$ cat src/sv/cgp_pkg.sv
// Package: shared types, codes and helpers for the composite glyph component parser.
package cgp_pkg;

  // Parser phases within one glyph record
  typedef enum logic [2:0] {
    PH_HEADER = 3'd0,
    PH_BBOX   = 3'd1,
    PH_FLAGS  = 3'd2,
    PH_GID    = 3'd3,
    PH_SKIP   = 3'd4,
    PH_IGNORE = 3'd5
  } phase_t;

  // Result status codes
  typedef enum logic [1:0] {
    ST_COMPONENT = 2'd0,
    ST_CLEAN     = 2'd1,
    ST_TRUNC     = 2'd2
  } status_t;

  // Component flag bits
  localparam logic [15:0] FLG_ARGS_WORDS = 16'h0001;
  localparam logic [15:0] FLG_HAVE_SCALE = 16'h0008;
  localparam logic [15:0] FLG_XY_SCALE   = 16'h0040;
  localparam logic [15:0] FLG_TWO_BY_TWO = 16'h0080;
  localparam logic [15:0] FLG_MORE_COMP  = 16'h0020;
  localparam logic [15:0] HDR_SIGN       = 16'h8000;

  // Bounding box length in bytes
  localparam logic [3:0] BBOX_BYTES = 4'(2 * 4);

  // One result item
  typedef struct packed {
    status_t     status;
    logic [15:0] component_gid;
    logic        last_of_glyph;
  } result_t;

  // Argument plus scale bytes that follow the glyph id
  function automatic logic [3:0] skip_for(input logic [15:0] f);
    logic [3:0] n;
    n = ((f & FLG_ARGS_WORDS) != 16'h0) ? 4'd4 : 4'd2;
    if ((f & FLG_HAVE_SCALE) != 16'h0) begin
      n = n + 4'd2;
    end else if ((f & FLG_XY_SCALE) != 16'h0) begin
      n = n + 4'd4;
    end else if ((f & FLG_TWO_BY_TWO) != 16'h0) begin
      n = n + 4'd8;
    end
    return n;
  endfunction

endpackage

$ cat src/sv/composite_glyph_component_parser.sv
// Top level: composite glyph component parser, one glyph byte per request.
// A result is registered and appears on out_valid in the cycle after the byte that causes it.
// Throughput: one byte per cycle while in_ready is high; the single result register refills in the cycle it drains.
// in_ready drops only while a result sits unread and out_ready is low.
// Reset (rst_n low, synchronous) returns the parser to the header phase, empties the result.
module composite_glyph_component_parser (
  input  logic        clk,
  input  logic        rst_n,
  input  logic        in_valid,
  output logic        in_ready,
  input  logic [7:0]  in_data_byte,
  input  logic        in_glyph_end,
  output logic        out_valid,
  input  logic        out_ready,
  output logic [1:0]  out_status,
  output logic [15:0] out_component_gid,
  output logic        out_last_of_glyph
);
  import cgp_pkg::*;

  logic    take;
  logic    res_valid;
  result_t res;
  result_t out_res;

  assign take = in_valid && in_ready;

  cgp_parser u_parser (
    .clk       (clk),
    .rst_n     (rst_n),
    .take      (take),
    .data_byte (in_data_byte),
    .glyph_end (in_glyph_end),
    .res_valid (res_valid),
    .res       (res)
  );

  cgp_out_reg u_out_reg (
    .clk       (clk),
    .rst_n     (rst_n),
    .load      (take && res_valid),
    .res       (res),
    .can_take  (in_ready),
    .out_valid (out_valid),
    .out_ready (out_ready),
    .out_res   (out_res)
  );

  assign out_status        = out_res.status;
  assign out_component_gid = out_res.component_gid;
  assign out_last_of_glyph = out_res.last_of_glyph;

endmodule

$ cat src/sv/cgp_parser.sv
// Parser state registers and per-byte decode logic.
module cgp_parser (
  input  logic             clk,
  input  logic             rst_n,
  input  logic             take,
  input  logic [7:0]       data_byte,
  input  logic             glyph_end,
  output logic             res_valid,
  output cgp_pkg::result_t res
);
  import cgp_pkg::*;

  phase_t      phase_r, phase_nxt;
  logic [3:0]  byte_count_r, byte_count_nxt;
  logic [15:0] flag_word_r, flag_word_nxt;
  logic [15:0] gid_word_r, gid_word_nxt;
  logic [3:0]  skip_left_r, skip_left_nxt;
  logic        done_flag_r, done_flag_nxt;

  logic [15:0] word_lo;
  logic [3:0]  bbox_cnt;
  logic [3:0]  skip_dec;
  logic        more;

  assign word_lo  = flag_word_r | {8'h00, data_byte};
  assign bbox_cnt = byte_count_r + 4'd1;
  assign skip_dec = (skip_left_r != 4'd0) ? (skip_left_r - 4'd1) : skip_left_r;
  assign more     = (flag_word_r & FLG_MORE_COMP) != 16'h0;

  // Decode one byte and pick the result
  always_comb begin
    phase_nxt      = phase_r;
    byte_count_nxt = byte_count_r;
    flag_word_nxt  = flag_word_r;
    gid_word_nxt   = gid_word_r;
    skip_left_nxt  = skip_left_r;
    done_flag_nxt  = done_flag_r;
    res_valid      = 1'b0;
    res.status        = ST_TRUNC;
    res.component_gid = 16'h0;
    res.last_of_glyph = 1'b1;

    unique case (phase_r)
      PH_HEADER: begin
        if (byte_count_r == 4'd0) begin
          flag_word_nxt  = {data_byte, 8'h00};
          byte_count_nxt = 4'd1;
          res_valid      = glyph_end;
        end else begin
          flag_word_nxt  = word_lo;
          byte_count_nxt = 4'd0;
          res_valid      = glyph_end;
          if ((word_lo & HDR_SIGN) == 16'h0) begin
            phase_nxt  = PH_IGNORE;
            res.status = ST_CLEAN;
          end else begin
            phase_nxt  = PH_BBOX;
          end
        end
      end
      PH_BBOX: begin
        byte_count_nxt = bbox_cnt;
        res_valid      = glyph_end;
        if (bbox_cnt >= BBOX_BYTES) begin
          byte_count_nxt = 4'd0;
          phase_nxt      = PH_FLAGS;
          res.status     = ST_CLEAN;
        end
      end
      PH_FLAGS: begin
        res_valid = glyph_end;
        if (byte_count_r == 4'd0) begin
          flag_word_nxt  = {data_byte, 8'h00};
          byte_count_nxt = 4'd1;
        end else begin
          flag_word_nxt  = word_lo;
          byte_count_nxt = 4'd0;
          phase_nxt      = PH_GID;
        end
      end
      PH_GID: begin
        res_valid = glyph_end;
        if (byte_count_r == 4'd0) begin
          gid_word_nxt   = {data_byte, 8'h00};
          byte_count_nxt = 4'd1;
        end else begin
          gid_word_nxt   = gid_word_r | {8'h00, data_byte};
          byte_count_nxt = 4'd0;
          skip_left_nxt  = skip_for(flag_word_r);
          phase_nxt      = PH_SKIP;
        end
      end
      PH_SKIP: begin
        skip_left_nxt = skip_dec;
        if (skip_dec == 4'd0) begin
          res_valid         = 1'b1;
          res.status        = ST_COMPONENT;
          res.component_gid = gid_word_r;
          res.last_of_glyph = !more || glyph_end;
          if (more) begin
            phase_nxt = PH_FLAGS;
          end else begin
            phase_nxt     = PH_IGNORE;
            done_flag_nxt = 1'b1;
          end
        end else begin
          res_valid = glyph_end;
        end
      end
      default: begin
        // Ignore phase and unused codes
        res_valid  = glyph_end && !done_flag_r;
        res.status = ST_CLEAN;
      end
    endcase

    // Drop all state at the end of a glyph
    if (glyph_end) begin
      phase_nxt      = PH_HEADER;
      byte_count_nxt = 4'd0;
      flag_word_nxt  = 16'h0;
      gid_word_nxt   = 16'h0;
      skip_left_nxt  = 4'd0;
      done_flag_nxt  = 1'b0;
    end
  end

  // Advance state on each accepted request
  always_ff @(posedge clk) begin
    if (!rst_n) begin
      phase_r      <= PH_HEADER;
      byte_count_r <= 4'd0;
      flag_word_r  <= 16'h0;
      gid_word_r   <= 16'h0;
      skip_left_r  <= 4'd0;
      done_flag_r  <= 1'b0;
    end else if (take) begin
      phase_r      <= phase_nxt;
      byte_count_r <= byte_count_nxt;
      flag_word_r  <= flag_word_nxt;
      gid_word_r   <= gid_word_nxt;
      skip_left_r  <= skip_left_nxt;
      done_flag_r  <= done_flag_nxt;
    end
  end

endmodule

$ cat src/sv/cgp_out_reg.sv
// Result register with valid/ready handshake toward the consumer.
module cgp_out_reg (
  input  logic             clk,
  input  logic             rst_n,
  input  logic             load,
  input  cgp_pkg::result_t res,
  output logic             can_take,
  output logic             out_valid,
  input  logic             out_ready,
  output cgp_pkg::result_t out_res
);
  import cgp_pkg::*;

  logic    valid_r, valid_nxt;
  result_t res_r;

  // Take a new request whenever the slot is empty or drains this cycle
  assign can_take = !valid_r || out_ready;

  always_comb begin
    valid_nxt = valid_r;
    if (load) begin
      valid_nxt = 1'b1;
    end else if (out_ready) begin
      valid_nxt = 1'b0;
    end
  end

  always_ff @(posedge clk) begin
    if (!rst_n) begin
      valid_r <= 1'b0;
    end else begin
      valid_r <= valid_nxt;
    end
  end

  // Hold payload until replaced
  always_ff @(posedge clk) begin
    if (load) begin
      res_r <= res;
    end
  end

  assign out_valid = valid_r;
  assign out_res   = res_r;

endmodule

$ cat config.mk
export PLATFORM = sky130hd
export DESIGN_NAME = composite_glyph_component_parser
export DESIGN_NICKNAME = d
export VERILOG_FILES = /design/src/sv/cgp_pkg.sv /design/src/sv/composite_glyph_component_parser.sv /design/src/sv/cgp_parser.sv /design/src/sv/cgp_out_reg.sv
export SDC_FILE = /design/constraint.sdc
export NUM_CORES = 1
export LEC_CHECK = 0
export BUFFER_PORTS_ARGS = -buffer_cell sky130_fd_sc_hd__buf_2
export CAP_MARGIN = 20
export CORE_MARGIN = 3
export CORE_UTILIZATION = 30
export CTS_CLUSTER_SIZE = 30
export DETAILED_ROUTE_END_ITERATION = 8
export PLACE_DENSITY = 0.47
export SLEW_MARGIN = 20
export SYNTH_ARGS = -nofsm -noshare
export SYNTH_HDL_FRONTEND = slang
export SYNTH_SLANG_ARGS = --single-unit
$ cat constraint.sdc
create_clock -name clk -period 3.9 [get_ports clk]
set_clock_uncertainty 0.15 [all_clocks]
set_input_delay 0.975 -clock clk [delete_from_list [all_inputs] [get_ports clk]]
set_output_delay 0.975 -clock clk [all_outputs]
set_load 0.1 [all_outputs]
==> Word-level counts from Yosys, hierarchy flattened <==
Index checks and enable logic that the tools add are counted.
{ "op_classes": {"add_sub_neg": 5, "mul": 0, "div": 0, "order_cmp": 1, "n_eq_ne": 10, "shifts": 0, "muxes": 40, "bitwise_logic": 2, "n_reduce_logical": 32} }
{ "op_table": {"columns": ["cell", "n"], "rows": [
  ["16-bit 2-to-1 mux", 6],
  ["4-bit 2-to-1 mux", 8],
  ["16-bit by 8-bit bitwise OR with 16-bit output", 2],
  ["3-bit 2-to-1 mux", 9],
  ["19-bit 2-to-1 mux", 1],
  ["16-bit logical NOT", 1],
  ["4-bit one-hot mux with 2 select lines", 2],
  ["3-bit one-hot mux with 5 select lines", 1],
  ["2-bit nonzero test", 5],
  ["3-bit != test, second input constant", 3],
  ["4-bit logical NOT", 2],
  ["1-bit 2-to-1 mux", 8],
  ["2-bit one-hot mux with 4 select lines", 1],
  ["2-bit AND reduction", 4],
  ["7-bit AND reduction", 1],
  ["3-bit by 2-bit == test with 1-bit output, second input constant", 2],
  ["2-bit 2-to-1 mux", 3],
  ["3-bit by 2-bit != test with 1-bit output, second input constant", 2],
  ["3-bit nonzero test", 2],
  ["6-bit nonzero test", 1],
  ["4-bit by 1-bit adder with 4-bit output, second input constant", 1],
  ["4-bit by 2-bit adder with 4-bit output, second input constant", 1],
  ["4-bit by 3-bit adder with 4-bit output, second input constant", 1],
  ["4-bit adder, second input constant", 1],
  ["other kinds (16)", 22]
]} }
{ "word_totals": {"ff_bits": 64, "latchBits": 0, "mem_bits_rw": 0, "romBits": 0, "in_bits": 13, "output_inout_bits": 21, "wordCells": 100, "n_memories": 0} }

==> Depth between registers and ports, before layout <==
{ "logic_depth": {"word_depth": 8, "mapped_depth": 7, "mapped_depth_nobuf": 7} }

==> By module <==
A second synthesis with hierarchy kept.
{ "unflattened": {"hier_cells": 250, "area_unflattened_um2": 2461.1} }
{ "by_module_without_submodules": {"columns": ["module", "instances", "cells_per_inst", "area_per_inst_um2", "seq_area_each_um2"], "rows": [
  ["cgp_parser", 1, 225, 1829.3, 680.7],
  ["cgp_out_reg", 1, 23, 619.3, 590.6],
  ["composite_glyph_component_parser", 1, 2, 12.5, 0.0]
]} }

==> Worst setup path after synthesis <==
Ideal clock, no wire load.
{ "synth_timing": {"kind": "input to register", "startpoint": "input port out_ready", "endpoint": "register u_out_reg.res_r (netlist bit u_out_reg.out_res[0]) (enable)", "setup_ns": 0.395, "arrival_time_ns": 2.793, "t_required_ns": 3.355, "slack_ns": 0.562, "cell_stages": 4, "n_path_buf": 1, "cell_sequence": "nand2b_1 clkbuf_2 nand2_1 nor2_1"} }
{ "synth_between": {"elab_chain_len": 3} }
{ "synth_rtl": {"columns": ["element", "line", "text"], "rows": [
  ["from (decl)", "composite_glyph_component_parser.sv:14", "input logic out_ready,"],
  ["1-bit logical OR", "cgp_out_reg.sv:18", "assign can_take = !valid_r || out_ready;"],
  ["named net in_ready", "composite_glyph_component_parser.sv:10", "output logic in_ready,"],
  ["1-bit logical AND", "composite_glyph_component_parser.sv:26", "assign take = in_valid && in_ready;"],
  ["1-bit logical AND", "composite_glyph_component_parser.sv:41", ".load (take && res_valid),"],
  ["named net u_out_reg.load", "cgp_out_reg.sv:5", "input logic load,"],
  ["to (signal assigned)", "cgp_out_reg.sv:40", "res_r <= res;"],
  ["to (decl)", "cgp_out_reg.sv:15", "result_t res_r;"]
]} }
The timed path passes the listed nets, and every way through them passes these cells.
A chain may end at the register's enable or synchronous reset.

==> Worst setup path in the final report <==
{ "layout_timing": {"startpoint": "input port out_ready", "endpoint": "output port in_ready"} }
{ "layout_between": {"elab_chain_len": 1} }
{ "layout_rtl": {"columns": ["element", "line"], "rows": [
  ["1-bit logical OR", "cgp_out_reg.sv:18"],
  ["to (decl)", "composite_glyph_component_parser.sv:10"]
]} }
No other way between the ends.

==> qor.csv <==
stage,metric,value,unit
layout,syn2layout_area_growth,15.9,%
worst_setup_path,critPathMaxStageDelay,470,ps
cts,htree_levels,2,
synth,synth_nets,256,
place,place_congestion,0.783,
cts,cts_sinks,54,
timing,rsz0062_at_grt,false,
synth,avgSynthCellArea,10.2,um2
synth,seq_area_frac_synth,51.9,%
timing,tightest_slew,795,ps
global_route,grt_start_max_net_pins,21,
floorplanning,num_rows,32,
synth,synthDistinctLibCells,52,
cts,numCtsBuffers,5,
synth,yosys.area.top_type,dfxtp_1,
synth,synth_area_leaders,"dfxtp_1 (29%), edfxtp_1 (23%), and2_1 (4.6%)",
pwr,intPower,0.865,mW
drt,drt_iter0_drc,94,
timing,finalSetupTns,0,ps
floorplanning,die_y,96.4,um
timing,whs,315,ps
pwr,p_comb_share,19.1,%
drt,ant_nets,0,
worst_setup_path,required,2770,ps
place,placedCellCount,370,
layout,antenna_cells,0,
synth,yosysMostFrequentCell,dfxtp_1,
global_route,grt_pass1_wl,8.70,mm
worst_setup_path,crit_fanout,6,
pwr,p_leak,1.08,nW
synth,ys_ff_latch,54,
global_route,grt_usage,12.1,%
place,io_buffers,33,
pwr,seqPwrFrac,49.8,%
synth,syn_area,2450,um2
cts,clockBufferDepth,2,
drt,via_per_inst,4.83,
drt,drc,0,
worst_setup_path,critical_path_class,in -> out,
worst_setup_path,crit_family,buffers and inverters,
pwr,vdd_drop_max,0.200,mV
floorplanning,die_area,9290,um2
synth,yosysWarnings,0,
global_route,antenna_found_initial,0,
layout,final_cells,378,
worst_setup_path,endpoint_kind,output port,
pwr,power,1.26,mW
timing,slew_violations,0,
drt,routedWlPerCell,14.3,um
pwr,clockPowerShare,31.1,%
timing,max_freq,351,MHz
timing,fin_crit_sh,73.1,%
worst_setup_path,crit_slowest_cell,buf_2,
synth,syn_inst,240,
floorplanning,die_w,96.4,um
cts,cts_resized,0,
worst_setup_path,cp-start-kind,input port,
pwr,powerDensity,445,nW/um2
global_route,grt_pass1_vias,1780,
cts,cts_hold_buf,0,
cts,worstSkewPairLatency,310,ps
timing,slew_headroom,47.0,%
global_route,grt-ovfl-total,0,
cts,root_buffer,clkbuf_8,
pwr,swShare,31.5,%
pwr,power_switching,0.399,mW
synth,synthFlopType,dfxtp_1,
worst_setup_path,crit_buf_inv,2,
worst_setup_path,cp_common_cell,buf_2,
timing,setup_violations,0,
drt,drt-total-wl,5.41,mm
min_path,hp-class,reg -> reg,
worst_setup_path,critical_path.cell_chain,"buf_2, nand2b_1, buf_2",
timing,fin_crit,2850,ps
outcome,status,finished clean,
drt,vias,1827,
synth,async_flop_share,0,%
floorplanning,design.core.area,7810,um2
cts,clk_pin_slew,90,ps
synth,yosys-top-cells-count,"dfxtp_1 (35), nor2_1 (28), a21oi_1 (20)",
synth,synth_top_cell_area_share,28.6,%
layout,nets,291,
place,dp.final_hpwl,3.83,mm
cts,cts_tree,done,
timing,hold_violations,0,
layout,drive_gt1_share,20.3,%
floorplanning,start_util,31.4,%
worst_setup_path,arrival,1730,ps
synth,synth-edff-count,19,
cts,cts_setup_buffers,0,
floorplanning,ios,34,
job,drv_cap,0,
layout,final_util,36.4,%
drt,dr.pass1.iters,4,
through the flow:
stage,worst slack [ps],area [um2]
finish,1050,2840
CTS,1040,2840
floorplan,562,2450
detailed placement,1060,2720
global route,1010,2840
global placement,1070,2720
worst reg2reg max path, stage by stage, from the launching register on:
cell and delay (ps):
dfxtp_1 740, or3b_4 500, a311oi_4 280, buf_4 260
a211oi_1 110, nor2_2 100, buf_4 300
registers in the layout (all words and copies together) (netlist names):
signal and flops:
u_parser.gid_word_r 16, u_parser.done_flag_r 1, u_out_reg.out_res 19, u_parser.phase_r 3, u_parser.skip_left_r 4, u_out_reg.out_valid 1
u_parser.flag_word_r 6, u_parser.byte_count_r 4
per-layer routing:
metal / vias to the layer above / share of wire [%] / global-route usage (%) / routed length, um
li1: 932 / - / - / -
met1: 858 / 51 / 16.9 / 2760
met4: 0 / 1.1 / 3.86 / 62
met2: 30 / 44 / 18.7 / 2390
met5: - / 0 / 0 / 0
met3: 7 / 3.7 / 2.66 / 198
power groups by stage:
| stage | registers [mW] | logic [mW] | clock network, mW |
|---|---|---|---|
| 6_report | 0.629 | 0.242 | 0.392 |
| 5_1_grt | 0.633 | 0.260 | 0.422 |
| 4_1_cts | 0.629 | 0.244 | 0.405 |
| 3_5_place_dp | 0.642 | 0.243 | 0 |
| 3_3_place_gp | 0.642 | 0.243 | 0 |
| 2_1_floorplan | 0.727 | 0.106 | 0 |
cell usage in the layout, fill, tap and decap left out, drive strengths merged, types with 5 or more instances in the layout:
cell type  instances
edfxtp            19
clkbuf             5
inv               11
nand2             16
nor3b              5
buf               36
and2              18
o21ai              8
a21oi             20
nor2              28
mux2i              7
a22o               8
dfxtp             35
kinds of logic (layout without fill, tap and decap cells):
| logic type | Yosys count | in the layout | share of synthesized area [%] |
|---|---|---|---|
| buf+inv | 18 | 54 | 3.37 |
| flops | 54 | 54 | 51.9 |
| compound gates | 57 | 57 | 16.6 |
| simple gates | 94 | 94 | 21.0 |
| fa+ha+maj | 3 | 3 | 1.53 |
| xor+xnor | 5 | 5 | 1.79 |
| mux | 9 | 9 | 3.78 |
final cells by class:
class,count,area (um2)
fillers,799,4970
multi-input cells,168,1100
repair buffers,36,188
clock inverters,3,47.5
clock buffers,5,68.8
inverters,10,37.5
flip-flops and latches,54,1270
well taps,102,128
worst paths after layout:
path                               start                endpoint  slack (ps)  cells after the start
setup / recovery               out_ready                in_ready        1050                      3
hold / removal    u_parser.gid_word_r[5]  u_parser.gid_word_r[5]         310                      2
setup reg to reg     u_parser.phase_r[2]   u_out_reg.out_res[13]        1150                      6
hold reg to reg   u_parser.gid_word_r[5]  u_parser.gid_word_r[5]         310                      2
No activity file was read; power rests on OpenSTA's default activity.
